===== src/rtl/core/bpe_pkg.sv =====
// Shared types and constants for the button press event classifier.
package bpe_pkg;

  typedef enum logic [1:0] {
    EV_DOWN  = 2'd0,
    EV_SHORT = 2'd1,
    EV_LONG  = 2'd2,
    EV_TURN  = 2'd3
  } event_kind_t;

  localparam logic [2:0] ENC_R_ID = 3'd4;
  localparam logic [2:0] ENC_L_ID = 3'd5;

  localparam int CFG_IDX_W = 1;
  localparam logic [CFG_IDX_W-1:0] CFG_LONG_PRESS  = 1'b0;
  localparam logic [CFG_IDX_W-1:0] CFG_ENC_REVERSE = 1'b1;

  localparam logic [15:0] LONG_PRESS_RST = 16'd1000;

  typedef struct packed {
    logic        evt_v;
    event_kind_t kind;
    logic        is_long;
    logic [15:0] dur;
  } lane_res_t;

  typedef struct packed {
    logic              r_v;
    logic signed [7:0] r_turn;
    logic              l_v;
    logic signed [7:0] l_turn;
  } enc_res_t;

endpackage


===== src/rtl/core/button_press_event_classifier.sv =====
// Top level of the button press event classifier.
// One input beat is one tick. On acceptance the tick counter advances, every button
// lane compares its press stamp against the new tick and the encoder steps are reversed
// as configured; the registered lane results are then merged into an event buffer once
// it is free, and the serializer sends one event per cycle into the output register
// while the output is not stalled, lowest button first, then right and left encoder.
// A tick holds the buffer until its last event leaves it (at most NUM_BUTTONS + 2
// events); that serializer sets the throughput, and a new tick is taken in the same
// cycle the previous one's last event leaves. Each event passes the lane registers,
// the event buffer and the output register. A tick with no events produces no output beat.
module button_press_event_classifier import bpe_pkg::*; #(
  parameter int NUM_BUTTONS = 4
) (
  input  logic                 clk,
  input  logic                 rst_n,
  input  logic                 cfg_we,
  input  logic [CFG_IDX_W-1:0] cfg_index,
  input  logic [15:0]          cfg_wdata,
  input  logic                 in_valid,
  output logic                 in_stall,
  input  logic [3:0]           in_button_levels,
  input  logic signed [7:0]    in_right_step,
  input  logic signed [7:0]    in_left_step,
  output logic                 out_valid,
  input  logic                 out_stall,
  output logic [1:0]           out_event_kind,
  output logic [2:0]           out_control_id,
  output logic signed [7:0]    out_turn_amount,
  output logic [3:0]           out_held_mask,
  output logic [15:0]          out_hold_ticks,
  output logic                 out_last_event
);

  localparam int CW = (NUM_BUTTONS > 4) ? NUM_BUTTONS : 4;
  localparam logic [CW-1:0] BTN_MASK = CW'((1 << NUM_BUTTONS) - 1);

  logic [15:0]       thr_r;
  logic [1:0]        rev_r;
  logic [31:0]       tick_r, now;
  logic              a_v_r, a_load, a_take;
  logic [CW-1:0]     lvl_in, a_lvl_r;
  enc_res_t          enc_nxt, enc_r;
  lane_res_t [NUM_BUTTONS-1:0] lanes;

  assign in_stall = a_v_r && !a_take;
  assign a_load   = in_valid && !in_stall;
  assign now      = tick_r + 32'd1;
  assign lvl_in   = CW'(in_button_levels) & BTN_MASK;

  always_comb begin
    enc_nxt.r_v    = (in_right_step != 8'sd0);
    enc_nxt.r_turn = rev_r[0] ? -in_right_step : in_right_step;
    enc_nxt.l_v    = (in_left_step != 8'sd0);
    enc_nxt.l_turn = rev_r[1] ? -in_left_step : in_left_step;
  end

  always_ff @(posedge clk) begin
    if (!rst_n) begin
      thr_r  <= LONG_PRESS_RST;
      rev_r  <= 2'd0;
      tick_r <= '0;
      a_v_r  <= 1'b0;
    end else begin
      if (cfg_we) begin
        case (cfg_index)
          CFG_LONG_PRESS:  thr_r <= cfg_wdata;
          CFG_ENC_REVERSE: rev_r <= cfg_wdata[1:0];
          default: ;
        endcase
      end
      if (a_load) begin
        tick_r <= now;
        a_v_r  <= 1'b1;
      end else if (a_take) begin
        a_v_r <= 1'b0;
      end
    end
  end

  always_ff @(posedge clk) begin
    if (a_load) begin
      a_lvl_r <= lvl_in;
      enc_r   <= enc_nxt;
    end
  end

  for (genvar i = 0; i < NUM_BUTTONS; i++) begin : g_lane
    bpe_lane u_lane (
      .clk   (clk),
      .rst_n (rst_n),
      .load  (a_load),
      .level (lvl_in[i]),
      .now   (now),
      .thr   (thr_r),
      .res_r (lanes[i])
    );
  end

  bpe_merge #(
    .NUM_BUTTONS (NUM_BUTTONS),
    .CW          (CW)
  ) u_merge (
    .clk             (clk),
    .rst_n           (rst_n),
    .a_valid         (a_v_r),
    .a_take          (a_take),
    .lvl             (a_lvl_r),
    .lanes           (lanes),
    .enc             (enc_r),
    .out_stall       (out_stall),
    .out_valid       (out_valid),
    .out_event_kind  (out_event_kind),
    .out_control_id  (out_control_id),
    .out_turn_amount (out_turn_amount),
    .out_held_mask   (out_held_mask),
    .out_hold_ticks  (out_hold_ticks),
    .out_last_event  (out_last_event)
  );

  a_turn_id: assert property (@(posedge clk) disable iff (!rst_n)
    out_valid |-> ((out_event_kind == EV_TURN) ==
                   (out_control_id == ENC_R_ID || out_control_id == ENC_L_ID)))
    else $error("turn event and encoder id disagree");

  a_button_turn_zero: assert property (@(posedge clk) disable iff (!rst_n)
    out_valid && out_event_kind != EV_TURN |-> out_turn_amount == 8'sd0)
    else $error("button event carries a turn amount");

  a_no_dur: assert property (@(posedge clk) disable iff (!rst_n)
    out_valid && (out_event_kind == EV_DOWN || out_event_kind == EV_TURN)
      |-> out_hold_ticks == 16'd0)
    else $error("down or turn event carries a hold duration");

  a_long_unheld: assert property (@(posedge clk) disable iff (!rst_n)
    out_valid && out_event_kind == EV_LONG |-> !out_held_mask[out_control_id[1:0]])
    else $error("long press button still in held mask");

endmodule


===== src/rtl/core/bpe_lane.sv =====
// Per-button lane: edge detection, press stamp and hold classification.
module bpe_lane import bpe_pkg::*; (
  input  logic        clk,
  input  logic        rst_n,
  input  logic        load,
  input  logic        level,
  input  logic [31:0] now,
  input  logic [15:0] thr,
  output lane_res_t   res_r
);

  logic [31:0] stamp_r, stamp_nxt;
  logic        prev_r;
  logic [31:0] t;
  logic        rise, fall, hit;
  lane_res_t   res_nxt;

  always_comb begin
    t    = now - stamp_r;
    rise = level & ~prev_r;
    fall = ~level & prev_r;
    hit  = level & prev_r & (t == {16'd0, thr});
    stamp_nxt = stamp_r;
    if (rise) begin
      stamp_nxt = now;
    end else if (fall) begin
      stamp_nxt = '0;
    end
    res_nxt.evt_v   = rise | (fall & (t < {16'd0, thr})) | hit;
    res_nxt.kind    = rise ? EV_DOWN : (fall ? EV_SHORT : EV_LONG);
    res_nxt.is_long = hit;
    res_nxt.dur     = rise ? 16'd0 : t[15:0];
  end

  always_ff @(posedge clk) begin
    if (!rst_n) begin
      stamp_r <= '0;
      prev_r  <= 1'b0;
    end else if (load) begin
      stamp_r <= stamp_nxt;
      prev_r  <= level;
    end
  end

  always_ff @(posedge clk) begin
    if (load) begin
      res_r <= res_nxt;
    end
  end

endmodule


===== src/rtl/core/bpe_merge.sv =====
// Merge of lane results into an event buffer and serializer to the output register.
module bpe_merge import bpe_pkg::*; #(
  parameter int NUM_BUTTONS = 4,
  parameter int CW          = 4
) (
  input  logic                         clk,
  input  logic                         rst_n,
  input  logic                         a_valid,
  output logic                         a_take,
  input  logic [CW-1:0]                lvl,
  input  lane_res_t [NUM_BUTTONS-1:0]  lanes,
  input  enc_res_t                     enc,
  input  logic                         out_stall,
  output logic                         out_valid,
  output logic [1:0]                   out_event_kind,
  output logic [2:0]                   out_control_id,
  output logic signed [7:0]            out_turn_amount,
  output logic [3:0]                   out_held_mask,
  output logic [15:0]                  out_hold_ticks,
  output logic                         out_last_event
);

  localparam int NS = NUM_BUTTONS + 2;
  localparam int SW = $clog2(NS);

  logic [NS-1:0]     pend_r, pend_nxt, cand, sel_oh, pend_left;
  event_kind_t       kind_r [NS];
  event_kind_t       kind_c [NS];
  logic [3:0]        held_r [NS];
  logic [3:0]        held_c [NS];
  logic [15:0]       dur_r  [NS];
  logic [15:0]       dur_c  [NS];
  logic signed [7:0] turn_r [NS];
  logic signed [7:0] turn_c [NS];
  logic [CW-1:0]     cum;
  logic [SW-1:0]     sel;
  logic              o_load, pop, load_b;
  logic [2:0]        sel_id;

  logic              ov_r, last_r;
  event_kind_t       okind_r;
  logic [2:0]        oid_r;
  logic signed [7:0] oturn_r;
  logic [3:0]        oheld_r;
  logic [15:0]       odur_r;

  always_comb begin
    sel = '0;
    for (int s = NS - 1; s >= 0; s--) begin
      if (pend_r[s]) begin
        sel = SW'(s);
      end
    end
    sel_oh    = NS'(1) << sel;
    o_load    = !ov_r || !out_stall;
    pop       = o_load && (|pend_r);
    pend_left = pop ? (pend_r & ~sel_oh) : pend_r;
    a_take    = (pend_left == '0);
    load_b    = a_valid && a_take;
    pend_nxt  = load_b ? cand : pend_left;

    if (sel == SW'(NUM_BUTTONS)) begin
      sel_id = ENC_R_ID;
    end else if (sel == SW'(NUM_BUTTONS + 1)) begin
      sel_id = ENC_L_ID;
    end else begin
      sel_id = 3'(sel);
    end
  end

  always_comb begin
    cum = '0;
    for (int i = 0; i < NUM_BUTTONS; i++) begin
      cum[i]    = lanes[i].is_long;
      cand[i]   = lanes[i].evt_v;
      kind_c[i] = lanes[i].kind;
      held_c[i] = 4'(lvl & ~cum);
      dur_c[i]  = lanes[i].dur;
      turn_c[i] = '0;
    end
    cand[NUM_BUTTONS]       = enc.r_v;
    kind_c[NUM_BUTTONS]     = EV_TURN;
    held_c[NUM_BUTTONS]     = 4'(lvl & ~cum);
    dur_c[NUM_BUTTONS]      = '0;
    turn_c[NUM_BUTTONS]     = enc.r_turn;
    cand[NUM_BUTTONS + 1]   = enc.l_v;
    kind_c[NUM_BUTTONS + 1] = EV_TURN;
    held_c[NUM_BUTTONS + 1] = 4'(lvl & ~cum);
    dur_c[NUM_BUTTONS + 1]  = '0;
    turn_c[NUM_BUTTONS + 1] = enc.l_turn;
  end

  always_ff @(posedge clk) begin
    if (!rst_n) begin
      pend_r <= '0;
      ov_r   <= 1'b0;
    end else begin
      pend_r <= pend_nxt;
      if (pop) begin
        ov_r <= 1'b1;
      end else if (o_load) begin
        ov_r <= 1'b0;
      end
    end
  end

  always_ff @(posedge clk) begin
    if (load_b) begin
      for (int s = 0; s < NS; s++) begin
        kind_r[s] <= kind_c[s];
        held_r[s] <= held_c[s];
        dur_r[s]  <= dur_c[s];
        turn_r[s] <= turn_c[s];
      end
    end
    if (pop) begin
      okind_r <= kind_r[sel];
      oid_r   <= sel_id;
      oturn_r <= turn_r[sel];
      oheld_r <= held_r[sel];
      odur_r  <= dur_r[sel];
      last_r  <= (pend_left == '0);
    end
  end

  assign out_valid       = ov_r;
  assign out_event_kind  = okind_r;
  assign out_control_id  = oid_r;
  assign out_turn_amount = oturn_r;
  assign out_held_mask   = oheld_r;
  assign out_hold_ticks  = odur_r;
  assign out_last_event  = last_r;

endmodule


===== config.mk =====
export PLATFORM = sky130hd
export DESIGN_NAME = button_press_event_classifier
export DESIGN_NICKNAME = d
export VERILOG_FILES = /design/src/rtl/core/bpe_pkg.sv /design/src/rtl/core/button_press_event_classifier.sv /design/src/rtl/core/bpe_lane.sv /design/src/rtl/core/bpe_merge.sv
export SDC_FILE = /design/constraint.sdc
export NUM_CORES = 1
export LEC_CHECK = 0
export BUFFER_PORTS_ARGS = -buffer_cell sky130_fd_sc_hd__buf_2
export CAP_MARGIN = 15
export CELL_PAD_IN_SITES_DETAIL_PLACEMENT = 0
export CELL_PAD_IN_SITES_GLOBAL_PLACEMENT = 2
export CORE_AREA = 5 5 256 258
export CTS_CLUSTER_SIZE = 20
export DETAILED_ROUTE_END_ITERATION = 7
export DIE_AREA = 0 0 261 263
export HOLD_SLACK_MARGIN = 0.02
export PLACE_DENSITY = 0.86
export RECOVER_POWER = 50
export SYNTH_ARGS = -nofsm -noshare
export SYNTH_HDL_FRONTEND = slang
export SYNTH_SLANG_ARGS = --single-unit

===== constraint.sdc =====
create_clock -name clk -period 8.7 [get_ports clk]
set_input_delay 2.61 -clock clk [delete_from_list [all_inputs] [get_ports clk]]
set_output_delay 2.61 -clock clk [all_outputs]
set_load 0.005 [all_outputs]

==> results of run 1 <==
[metrics by stage]
step / worst slack (ns) / hold WS, ns / cells / power, mW / instance area, um^2
finish: 1.41 / 0.412 / 3702 / 5.56 / 28300
global route: 0.913 / 0.420 / 3702 / 5.81 / 28300
CTS: 2.18 / 0.414 / 3702 / 5.62 / 28400
detailed placement: 2.19 / 0.405 / 3615 / 3.49 / 26700
global placement: 2.08 / 0.402 / 3615 / 3.47 / 26700
floorplan: 1.85 / 0.400 / 2777 / 3.11 / 25500
[final timing paths]
| path | from | end | slack [ns] | depth (start not counted) |
|---|---|---|---|---|
| max | u_merge.pend_r[5] | in_stall | 1.41 | 8 |
| min | g_lane[3].u_lane.res_r[3] | u_merge.dur_r[3][3] | 0.41 | 0 |
| max reg2reg | u_merge.pend_r[0] | u_merge.pend_r[2] | 2.27 | 10 |
| min reg2reg | g_lane[3].u_lane.res_r[3] | u_merge.dur_r[3][3] | 0.41 | 0 |
[cells by family after synthesis]
kind of cell,after synthesis,synth area share (%)
AO/OA/AOI/OAI,659,15.7
XOR/XNOR,145,5.12
adder cells (fa/ha/maj),208,10.3
buffers and inverters,325,5.07
flip-flops,421,42.1
multiplexers,58,3.28
AND/OR/NAND/NOR,961,18.3
[state kept, by name (all words and copies together), names as in the netlist]
register	cells
g_lane.u_lane.stamp_r	128
g_lane.u_lane.res_r	80
u_merge.dur_r	64
tick_r	32
enc_r	18
thr_r	16
u_merge.out_hold_ticks	16
u_merge.turn_r	16
u_merge.kind_r	8
u_merge.out_turn_amount	8
u_merge.held_r	7
u_merge.pend_r	6
a_lvl_r	4
g_lane.u_lane.prev_r	4
u_merge.out_held_mask	4
u_merge.out_control_id	3
rev_r	2
u_merge.out_event_kind	2
a_v_r	1
u_merge.out_last_event	1
u_merge.out_valid	1
[per-layer routing]
layer  vias to the layer above  global-route usage [%]  part of all wire (%)
met5                         -                       0                     0
met4                         0                    6.59                   3.6
met3                       112                    2.27                   3.7
li1                       9951                       -                     -
met1                      9578                    26.6                    45
met2                       381                    34.8                    48
[final cells by class]
cell class | instances | area share (%)
clock buffers | 68 | 4.90
clock inverters | 19 | 0.968
inverters | 201 | 2.69
multi-input cells | 2031 | 47.6
flip-flops and latches | 421 | 37.9
well taps | 846 | 3.74
repair buffers | 116 | 2.19
[power by group]
part | total (mW) | internal (mW) | leakage [nW] | switching (mW)
registers | 2.38 | 2.32 | 3.78 | 0.0560
logic | 1.07 | 0.397 | 6.89 | 0.671
clock network | 2.11 | 1.27 | 0.798 | 0.848
total | 5.56 | 3.99 | 11.5 | 1.58
[worst register-to-register path, delay by kind of cell, from the launching register on]
kind / cells / cell delay, ns
AND/OR/NAND/NOR: 5 / 3.79
AO/OA/AOI/OAI: 4 / 1.70
flip-flops: 1 / 0.38
buffers and inverters: 1 / 0.39
[cell usage in the layout, fill, tap and decap left out, types with 17 or more instances in the layout]
cell       count
a21o_1        65
a21oi_1      300
and2_1        26
and3_1        22
buf_2         45
buf_4         34
clkbuf_1      47
clkbuf_16     49
dfxtp_1      190
edfxtp_1     231
ha_1         203
inv_1        198
mux2_2        24
mux4_2        18
nand2_1      316
nand2b_1      29
nand3_1      155
nand4_1       43
nor2_1       180
nor2b_1       71
nor3_1        31
o21a_1        26
o21ai_0      107
o21bai_1      17
xnor2_1       81
xor2_1        60
==> results by group, run 1 <==
Run status
  • Status: finished with violations
  • Failing checks: max-capacitance violations, max-slew violations

Job
  • Max cap viols: 9

Clock network
  • Clk buf depth: 3
  • Post-CTS sizing: 0
  • H-tree depth: 2
  • Total setup buffers inserted after CTS: 0
  • Clock sinks: about 420
  • TritonCTS Buffers: 47
  • CTS root buffer: clkbuf_16
  • Post-cts hold buffer count: 0
  • CTS tree: done
  • CTS clock-pin slew for the worst setup and hold paths: roughly 0.06 ns
  • Latest clock arrival within the worst-skew pair: 0.60 ns

Placement
  • Routability cong.: about 0.93
  • IO Port Bufs: 77
  • Dpl hpwl: around 54,000 um

Floorplan
  • Starting Density: ~41%
  • FP Rows: 92
  • # IOs: 78
  • Die height: 263 um
  • Die ar.: between 0.06 and 0.07 mm^2
  • CORE AREA: approximately 0.063 mm^2
  • Die Width: ~260 um

Worst setup path
  • Setup crit start kind: register
  • Critical-path cell with the highest stage delay: o21ai_0
  • CP Max Fanout: 25
  • Worst-path cell chain: o21ai_0, clkinv_1, nand2_1, o21ai_0, a2bb2oi_1, o21ai_0, inv_1, buf_2
  • Buf/Inv on CP: 3
  • CP delay by family, top: compound AO/OA/AOI/OAI gates
  • Crit Path Class: reg2out
  • Required @ worst endpoint: slightly above 6 ns
  • CP endpoint kind: output pin
  • CP most frequent cell: o21ai_0
  • Critical path's largest stage delay: between 2 and 2.5 ns
  • Arrival time at the worst endpoint: 4.68 ns

STA
  • Final setup TNS: 0 ns
  • Fin. max-slew vios: between 400 and 500
  • Worst slew pin tran: 3.85 ns
  • Final setup skew: 0.0269 ns
  • Peak Freq: between 100 and 150 MHz
  • RSZ-0062 raised after global routing: no
  • Slew HR: -158%
  • Final min period: approximately 7.3 ns
  • Setup violations, final: 0
  • Fin crit share: approximately 84%
  • Hold Vio Cnt, Final: 0

Logic synthesis
  • Asr flop ratio synth: 0%
  • Gate Count Post-Synth: 2,777
  • Area fraction of the dominant cell type after synthesis: between 20% and 30%
  • Top-count cell post-synth: nand2_1
  • Cell variety after synth: 90
  • Mapped Area: 0.0255 mm^2
  • Post-synth EDFFs: ~230
  • Synth area leader: edfxtp_1
  • Sequential fraction of the synthesis area: a little over two fifths
  • Syn Nets: ~3,000
  • Synth warnings: 0
  • Dominant cells by area after synthesis: edfxtp_1 27%, dfxtp_1 15%, ha_1 10%
  • Mapped Avg Cell Area: around 9.2 um^2
  • Post-synthesis register bit count: roughly 420
  • Synth cell count leaders: 316 x nand2_1, 300 x a21oi_1, 231 x edfxtp_1
  • Post-synth top flop: edfxtp_1

Layout
  • Ant. Diodes: 0
  • Final Util: ~45%
  • Nets@finish: 3,067
  • Multi-input gate area: roughly 0.013 mm^2
  • Share of cells above drive strength 1: between 8 and 9%
  • FF+latch area: ~0.011 mm^2
  • Synth-to-Final Area Change: 11.0%
  • Fillers: just over 6,000

Global route
  • GR Util All Layers: between 20% and 30%
  • First-pass GRT wire length: 111,000 um
  • Largest net degree at the start of global routing: between 100 and 150
  • Initial antenna violation count: 0
  • GRT overflow: 0
  • Vias in the first global route: a little under 20,000

Routing
  • Total Routed Length: slightly above 70,000 um
  • Vias/cell: approximately 5.4
  • Iteration-0 DRC Markers: 1,243
  • # DRC: 0
  • Drt first pass iters: 5
  • Vias: approximately 20,000
  • WL/cell: 19.2 um
  • Post-route ant nets: 0

Power
  • Pwr/cell area: just under 200 mW/mm^2
  • Pleak: around 11 nW
  • VDD IR max: between 0.1 and 0.15 mV

Hold path
  • HP Class: reg2reg
No activity file was read; power rests on OpenSTA's default activity.
==> inputs of run 2 (changes only) <==
--- a/config.mk
+++ b/config.mk
@@ -9,12 +9,12 @@
 export CAP_MARGIN = 15
 export CELL_PAD_IN_SITES_DETAIL_PLACEMENT = 0
 export CELL_PAD_IN_SITES_GLOBAL_PLACEMENT = 2
-export CORE_AREA = 5 5 256 258
+export CORE_AREA = 5 5 269 271
 export CTS_CLUSTER_SIZE = 20
 export DETAILED_ROUTE_END_ITERATION = 7
-export DIE_AREA = 0 0 261 263
+export DIE_AREA = 0 0 274 276
 export HOLD_SLACK_MARGIN = 0.02
-export PLACE_DENSITY = 0.86
+export PLACE_DENSITY = 0.82
 export RECOVER_POWER = 50
 export SYNTH_ARGS = -nofsm -noshare
 export SYNTH_HDL_FRONTEND = slang
==> constraint.sdc (replaced) <==
create_clock -name clk -period 6.4 [get_ports clk]
set_input_delay 1.92 -clock clk [delete_from_list [all_inputs] [get_ports clk]]
set_output_delay 1.92 -clock clk [all_outputs]
set_load 0.005 [all_outputs]
==> results by group, run 2 (synthesis gave the netlist of run 1 again) <==
Routing
  • Drt first pass iters: 5 (unchanged)
  • WL/cell: 20.3 um (was 19.2 um)
  • Vias/cell: 5.33 (was 5.41)
  • # DRC: 0 (unchanged)
  • Post-route ant nets: 0 (unchanged)
  • Total Routed Length: 77,500 um (was 71,100 um)
  • Vias: 20,300 (was 20,000)
  • Iteration-0 DRC Markers: 1,501 (was 1,243)

Clock network
  • Latest clock arrival within the worst-skew pair: 0.61 ns (was 0.60 ns)
  • Total setup buffers inserted after CTS: 0 (unchanged)
  • CTS root buffer: clkbuf_16 (unchanged)
  • Post-cts hold buffer count: 0 (unchanged)
  • Clk buf depth: 3 (unchanged)
  • CTS tree: done (unchanged)
  • CTS clock-pin slew for the worst setup and hold paths: 0.06 ns (about the same)
  • Clock sinks: 421 (unchanged)
  • Post-CTS sizing: 0 (unchanged)
  • H-tree depth: 2 (unchanged)
  • TritonCTS Buffers: 50 (was 47)

Placement
  • Placed inst area: 0.0270 mm^2 (was 0.0267 mm^2)
  • Dpl hpwl: 57,900 um (was 54,000 um)
  • Routability cong.: 0.926 (was 0.934)
  • IO Port Bufs: 77 (unchanged)

Power
  • Combinational share of power: 19.2% (about the same)
  • Pwr/cell area: 271 mW/mm^2 (was 197 mW/mm^2)
  • VDD IR max: 0.179 mV (was 0.124 mV)
  • P_int: 5.58 mW (was 3.99 mW)
  • Pleak: 11.6 nW (was 11.5 nW)
  • Psw: 2.19 mW (was 1.58 mW)
  • Seq pwr share: 41.6% (was 42.8%)
  • Clock share of power: 39.2% (was 38.0%)
  • Sw Ratio: 28.1% (was 28.3%)

Layout
  • Largest registers: g_lane.u_lane.stamp_r (128), g_lane.u_lane.res_r (80), u_merge.dur_r (64) (unchanged)
  • Final instance area: 0.0286 mm^2 (was 0.0283 mm^2)
  • Nets@finish: 3,085 (was 3,067)
  • Largest register FFs: 128 (unchanged)
  • Share of cells above drive strength 1: 8.69% (was 8.19%)
  • Synth-to-Final Area Change: 12.3% (was 11.0%)
  • Ant. Diodes: 0 (unchanged)
  • Biggest register: g_lane.u_lane.stamp_r (unchanged)
  • Most frequent cells in the layout: 316 x nand2_1, 300 x a21oi_1, 231 x edfxtp_1, 203 x ha_1, 198 x inv_1 (unchanged)
  • Commonest non-fill, non-tap cell in the layout: nand2_1 (unchanged)

STA
  • Final setup skew: 0.0274 ns (was 0.0269 ns)
  • Hold Vio Cnt, Final: 0 (unchanged)
  • RSZ-0062 raised after global routing: no (unchanged)
  • Peak Freq: approximately 170 MHz
  • Slew HR: -128% (was -158%)
  • Fin crit share: about nine tenths
  • Fin. max-slew vios: 387 (was 443)
  • Final setup TNS: 0 ns (unchanged)
  • Worst slew pin tran: 3.41 ns (was 3.85 ns)
  • Final min period: 5.83 ns
  • Setup violations, final: 0 (unchanged)

Floorplan
  • Die height: 276 um (was 263 um)
  • Die ar.: 0.0756 mm^2 (was 0.0686 mm^2)
  • CORE AREA: 0.0695 mm^2 (was 0.0627 mm^2)
  • # IOs: 78 (unchanged)
  • Die Width: 274 um (was 261 um)
  • Starting Density: 36.7% (was 40.6%)
  • FP Rows: 97 (was 92)

Worst setup path
  • Crit Path Class: reg2reg (was reg2out)
  • CP delay by family, top: simple AND/OR/NAND/NOR gates (was compound AO/OA/AOI/OAI gates)
  • Setup crit start kind: register (unchanged)
  • Required @ worst endpoint: 6.81 ns (was 6.09 ns)
  • Critical-path cell with the highest stage delay: a2111oi_0 (was o21ai_0)
  • CP most frequent cell: nand3_1 (was o21ai_0)
  • CP endpoint kind: register (was output pin)
  • Critical path's largest stage delay: 0.74 ns (was 2.16 ns)
  • Worst-path cell chain: ha_1, nand3_1, nor2_2, nand3_1, nor3_2, nand3_2, nor4_4, and3_1, xor2_2, ha_1, a2111oi_0, nor2_1, nand3_1, o21ai_0, nor3_1, o311ai_0, nor4_1, nand4_1, o41ai_2 (was o21ai_0, clkinv_1, nand2_1, o21ai_0, a2bb2oi_1, o21ai_0, inv_1, buf_2)
  • Arrival time at the worst endpoint: 6.24 ns (was 4.68 ns)
  • Buf/Inv on CP: 0 (was 3)
  • CP Max Fanout: 9 (was 25)

Run status
  • Failing checks: max-capacitance violations, max-slew violations (unchanged)
  • Status: finished with violations (unchanged)

Global route
  • Largest net degree at the start of global routing: 97 (was 101)
  • GR Util All Layers: 19.9% (was 20.2%)
  • GRT overflow: 0 (unchanged)
  • Initial antenna violation count: 1 (was 0)
  • First-pass GRT wire length: 119,000 um (was 111,000 um)
  • Vias in the first global route: 19,700 (was 19,400)

Hold path
  • HP Class: reg2reg (unchanged)

Job
  • Max cap viols: 7 (was 9)
[run 2: cell types whose count changed in the layout (fill, tap and decap cells not counted), sizes merged]
cell,previous run,this run
buf,79,87
bufinv,5,8
clkbuf,105,115
clkinv,9,10
clkinvlp,5,2
inv,201,202
[run 2: through the flow]
stage	util [%]	power, mW	worst slack [ns]	instances	hold slack (ns)
2_1_floorplan	-	4.23	0.241	2777	0.400
3_3_place_gp	38.8	4.77	0.771	3724	0.401
3_5_place_dp	38.8	4.79	0.591	3724	0.405
4_1_cts	41.4	7.87	0.554	3816	0.416
5_1_grt	41.2	8.13	0.191	3816	0.424
6_report	41.2	7.77	0.566	3816	0.414
[run 2: layer usage]
layer	track usage (%)	share of wire (%)	wire length (um)
met2	33.4	47	36500
met3	3.13	5.0	3860
met5	0	0	0
met4	5.82	3.2	2510
met1	26.5	45	34600
[run 2: path summary, 6_finish.rpt]
kind                                                start                          to  slack (ns)  cells after the start
worst min register to register  g_lane[1].u_lane.res_r[9]         u_merge.dur_r[1][9]        0.41                      0
worst max register to register                  tick_r[1]  g_lane[3].u_lane.res_r[19]        0.57                     19
worst min-delay path            g_lane[1].u_lane.res_r[9]         u_merge.dur_r[1][9]        0.41                      0
worst max-delay path                            tick_r[1]  g_lane[3].u_lane.res_r[19]        0.57                     19
[run 2: cell type report]
class	count	area, um^2
inverter	201	759
tap	940	1180
multi-input combinational	2031	13500
clock buffer	71	1430
fill	6932	40900
clock inverter	21	328
timing repair buffer	131	726
sequential	421	10700
[run 2: worst reg2reg max path: cells and delay by family (launching register included)]
family / cells / cell delay (ns)
and+or+nand+nor: 12 / 3.08
AOI/OAI and AO/OA: 4 / 1.44
adders and majority gates: 2 / 0.57
DFF: 1 / 0.37
xor gates and xnor gates: 1 / 0.17
[run 2: power groups by stage]
stage               clock [mW]  sequential, mW  combinational, mW
finish                    3.04            3.24               1.49
global route              3.24            3.26               1.63
CTS                       3.13            3.23               1.51
detailed placement           0            3.29               1.51
global placement             0            3.28               1.49
floorplan                    0            3.27              0.955
==> inputs of run 3 (changes only) <==
--- a/config.mk
+++ b/config.mk
@@ -9,10 +9,10 @@
 export CAP_MARGIN = 15
 export CELL_PAD_IN_SITES_DETAIL_PLACEMENT = 0
 export CELL_PAD_IN_SITES_GLOBAL_PLACEMENT = 2
-export CORE_AREA = 5 5 269 271
+export CORE_AREA = 5 5 300 243
 export CTS_CLUSTER_SIZE = 20
 export DETAILED_ROUTE_END_ITERATION = 7
-export DIE_AREA = 0 0 274 276
+export DIE_AREA = 0 0 305 248
 export HOLD_SLACK_MARGIN = 0.02
 export PLACE_DENSITY = 0.82
 export RECOVER_POWER = 50
==> results by group, run 3 (synthesis gave the netlist of run 1 again) <==
Run status
  • Status: finished with violations (unchanged)
  • Failing checks: max-capacitance violations, max-slew violations (unchanged)

Layout
  • FF+latch area: 0.0107 mm^2 (unchanged)
  • Multi-input gate area: 0.0135 mm^2 (about the same)
  • Nets@finish: 3,084 (was 3,085)
  • Share of cells above drive strength 1: 8.91% (was 8.69%)
  • Layout Cells excl Fill: 3,808 (was 3,816)
  • Biggest register: g_lane.u_lane.stamp_r (unchanged)
  • Fillers: 6,951 (was 6,932)
  • Most frequent cells in the layout: 316 x nand2_1, 300 x a21oi_1, 231 x edfxtp_1, 203 x ha_1, 198 x inv_1 (unchanged)
  • Synth-to-Final Area Change: 11.9% (was 12.3%)
  • Largest register FFs: 128 (unchanged)
  • Commonest non-fill, non-tap cell in the layout: nand2_1 (unchanged)
  • Largest registers: g_lane.u_lane.stamp_r (128), g_lane.u_lane.res_r (80), u_merge.dur_r (64) (unchanged)

Hold path
  • Hold Path Origin: g_lane[2].u_lane.res_r[5] (was g_lane[1].u_lane.res_r[9])
  • Hold path depth: 0 (unchanged)
  • HP Class: reg2reg (unchanged)

Clock network
  • H-tree depth: 2 (unchanged)
  • TritonCTS Buffers: 47 (was 50)
  • Total setup buffers inserted after CTS: 0 (unchanged)
  • Clock sinks: 421 (unchanged)
  • Post-cts hold buffer count: 0 (unchanged)
  • CTS tree: done (unchanged)
  • CTS root buffer: clkbuf_16 (unchanged)
  • CTS clock-pin slew for the worst setup and hold paths: 0.06 ns (about the same)
  • Latest clock arrival within the worst-skew pair: 0.61 ns (about the same)
  • Post-CTS sizing: 0 (unchanged)
  • Clk buf depth: 3 (unchanged)

Global route
  • GR Util All Layers: 19.8% (was 19.9%)
  • Vias in the first global route: 19,500 (was 19,700)
  • GRT overflow: 0 (unchanged)
  • First-pass GRT wire length: 118,000 um (was 119,000 um)
  • Initial antenna violation count: 1 (unchanged)
  • Largest net degree at the start of global routing: 99 (was 97)

STA
  • Slew HR: -151% (was -128%)
  • Setup violations, final: 0 (unchanged)
  • Peak Freq: 175 MHz (was 171 MHz)
  • RSZ-0062 raised after global routing: no (unchanged)
  • Final setup TNS: 0 ns (unchanged)
  • Final min period: 5.72 ns (was 5.83 ns)
  • Worst slew pin tran: 3.77 ns (was 3.41 ns)
  • Fin crit share: 89.4% (was 91.2%)
  • Final setup skew: 0.0323 ns (was 0.0274 ns)
  • Hold Vio Cnt, Final: 0 (unchanged)
  • Fin. max-slew vios: 306 (was 387)
  • Hold WS: 0.410 ns (was 0.414 ns)

Routing
  • Met2 WL: 32,600 um (was 36,500 um)
  • Vias/cell: 5.35 (was 5.33)
  • Post-route ant nets: 0 (unchanged)
  • Drt first pass iters: 6 (was 5)
  • DR WL met3: 3770 um (was 3860 um)
  • Iteration-0 DRC Markers: 1,636 (was 1,501)
  • Vias: 20,400 (was 20,300)
  • # DRC: 0 (unchanged)
  • Top Metal Used: met4 (unchanged)
  • WL/cell: 20.2 um (was 20.3 um)
  • Total Routed Length: 77,000 um (was 77,500 um)
  • Wl on met1: 38,900 um (was 34,600 um)

Worst setup path
  • Worst-path cell chain: clkbuf_1, inv_1, clkbuf_2, nor2_1 (was ha_1, nand3_1, nor2_2, nand3_1, nor3_2, nand3_2, nor4_4, and3_1, xor2_2, ha_1, a2111oi_0, nor2_1, nand3_1, o21ai_0, nor3_1, o311ai_0, nor4_1, nand4_1, o41ai_2)
  • Setup crit start kind: input pin (was register)
  • CP endpoint kind: register (unchanged)
  • Arrival time at the worst endpoint: 6.15 ns (was 6.24 ns)
  • Critical Path Start: rst_n (was tick_r[1])
  • Crit Path Class: in2reg (was reg2reg)
  • Required @ worst endpoint: 6.83 ns (was 6.81 ns)
  • CP Max Fanout: 98 (was 9)
  • Reg2Reg Depth: 21 (was 19)
  • Critical path's largest stage delay: 2.64 ns (was 0.74 ns)
  • R2R Path Start: tick_r[0] (was tick_r[1])
  • Critical-path cell with the highest stage delay: inv_1 (was a2111oi_0)

Floorplan
  • CORE AREA: 0.0698 mm^2 (was 0.0695 mm^2)
  • Starting Density: 36.5% (was 36.7%)
  • # IOs: 78 (unchanged)
  • Die height: 248 um (was 276 um)
  • Die Width: 305 um (was 274 um)
  • FP Rows: 87 (was 97)
  • Die ar.: 0.0756 mm^2 (about the same)

Power
  • VDD IR max: 0.197 mV (was 0.179 mV)
  • Pleak: 11.6 nW (about the same)
  • Pwr/cell area: 267 mW/mm^2 (was 271 mW/mm^2)

Placement
  • IO Port Bufs: 77 (unchanged)
  • Routability cong.: 0.889 (was 0.926)
  • Dpl cells: 3,719 (was 3,724)
  • Dpl hpwl: 57,400 um (was 57,900 um)

Job
  • Max cap viols: 6 (was 7)
## run 3: changes by cell type in the layout (fill, tap and decap cells not counted), moves of 2 or more
cell	before	now
clkinv_2	8	4
nor2_1	180	178
clkinv_4	0	4
nor2_2	2	4
buf_4	42	46
clkbuf_1	54	47
clkinvlp_4	2	4
clkbuf_16	51	48
bufinv_16	8	5
buf_2	44	48
## run 3: final timing paths
check / end / slack (ns)
setup / recovery: tick_r[2] / 0.68
hold / removal: u_merge.dur_r[2][5] / 0.41
setup reg to reg: g_lane[0].u_lane.res_r[19] / 0.73
hold reg to reg: u_merge.dur_r[2][5] / 0.41
## run 3: layout make-up
| type | count | area share (%) |
|---|---|---|
| clock buffer | 66 | 4.69 |
| multi-input combinational | 2031 | 47.2 |
| tap | 934 | 4.10 |
| inverter | 201 | 2.66 |
| clock inverter | 21 | 1.07 |
| timing repair buffer | 133 | 2.63 |
| sequential | 421 | 37.6 |
| antenna | 1 | 0.00877 |
## run 3: through the flow
| step | util [%] | setup slack (ns) | cell area, um^2 | total power, mW |
|---|---|---|---|---|
| detailed placement | 38.7 | 0.889 | 27000 | 4.80 |
| global placement | 38.7 | 0.848 | 27000 | 4.77 |
| floorplan | - | 0.241 | 25500 | 4.23 |
| CTS | 41.0 | 0.814 | 28600 | 7.72 |
| finish | 40.9 | 0.676 | 28500 | 7.63 |
| global route | 40.9 | 0.134 | 28500 | 7.98 |
## run 3: per-layer routing
layer,vias up,global-route usage [%]
met2,456,30.4
met5,-,0
met3,92,3.11
met1,9849,29.5
met4,0,4.72
li1,9987,-
## run 3: report_power, final
part | switching (mW) | internal, mW | total, mW | leakage, nW
clock network | 1.21 | 1.68 | 2.89 | 0.790
logic | 0.959 | 0.549 | 1.51 | 6.99
registers | 0.0731 | 3.15 | 3.23 | 3.78
total | 2.24 | 5.39 | 7.63 | 11.6
## run 3: worst max-delay path, delay by kind of cell
kind                   cells  cell delay, ns
AND/OR/NAND/NOR            1            0.14
buffers and inverters      3            3.97
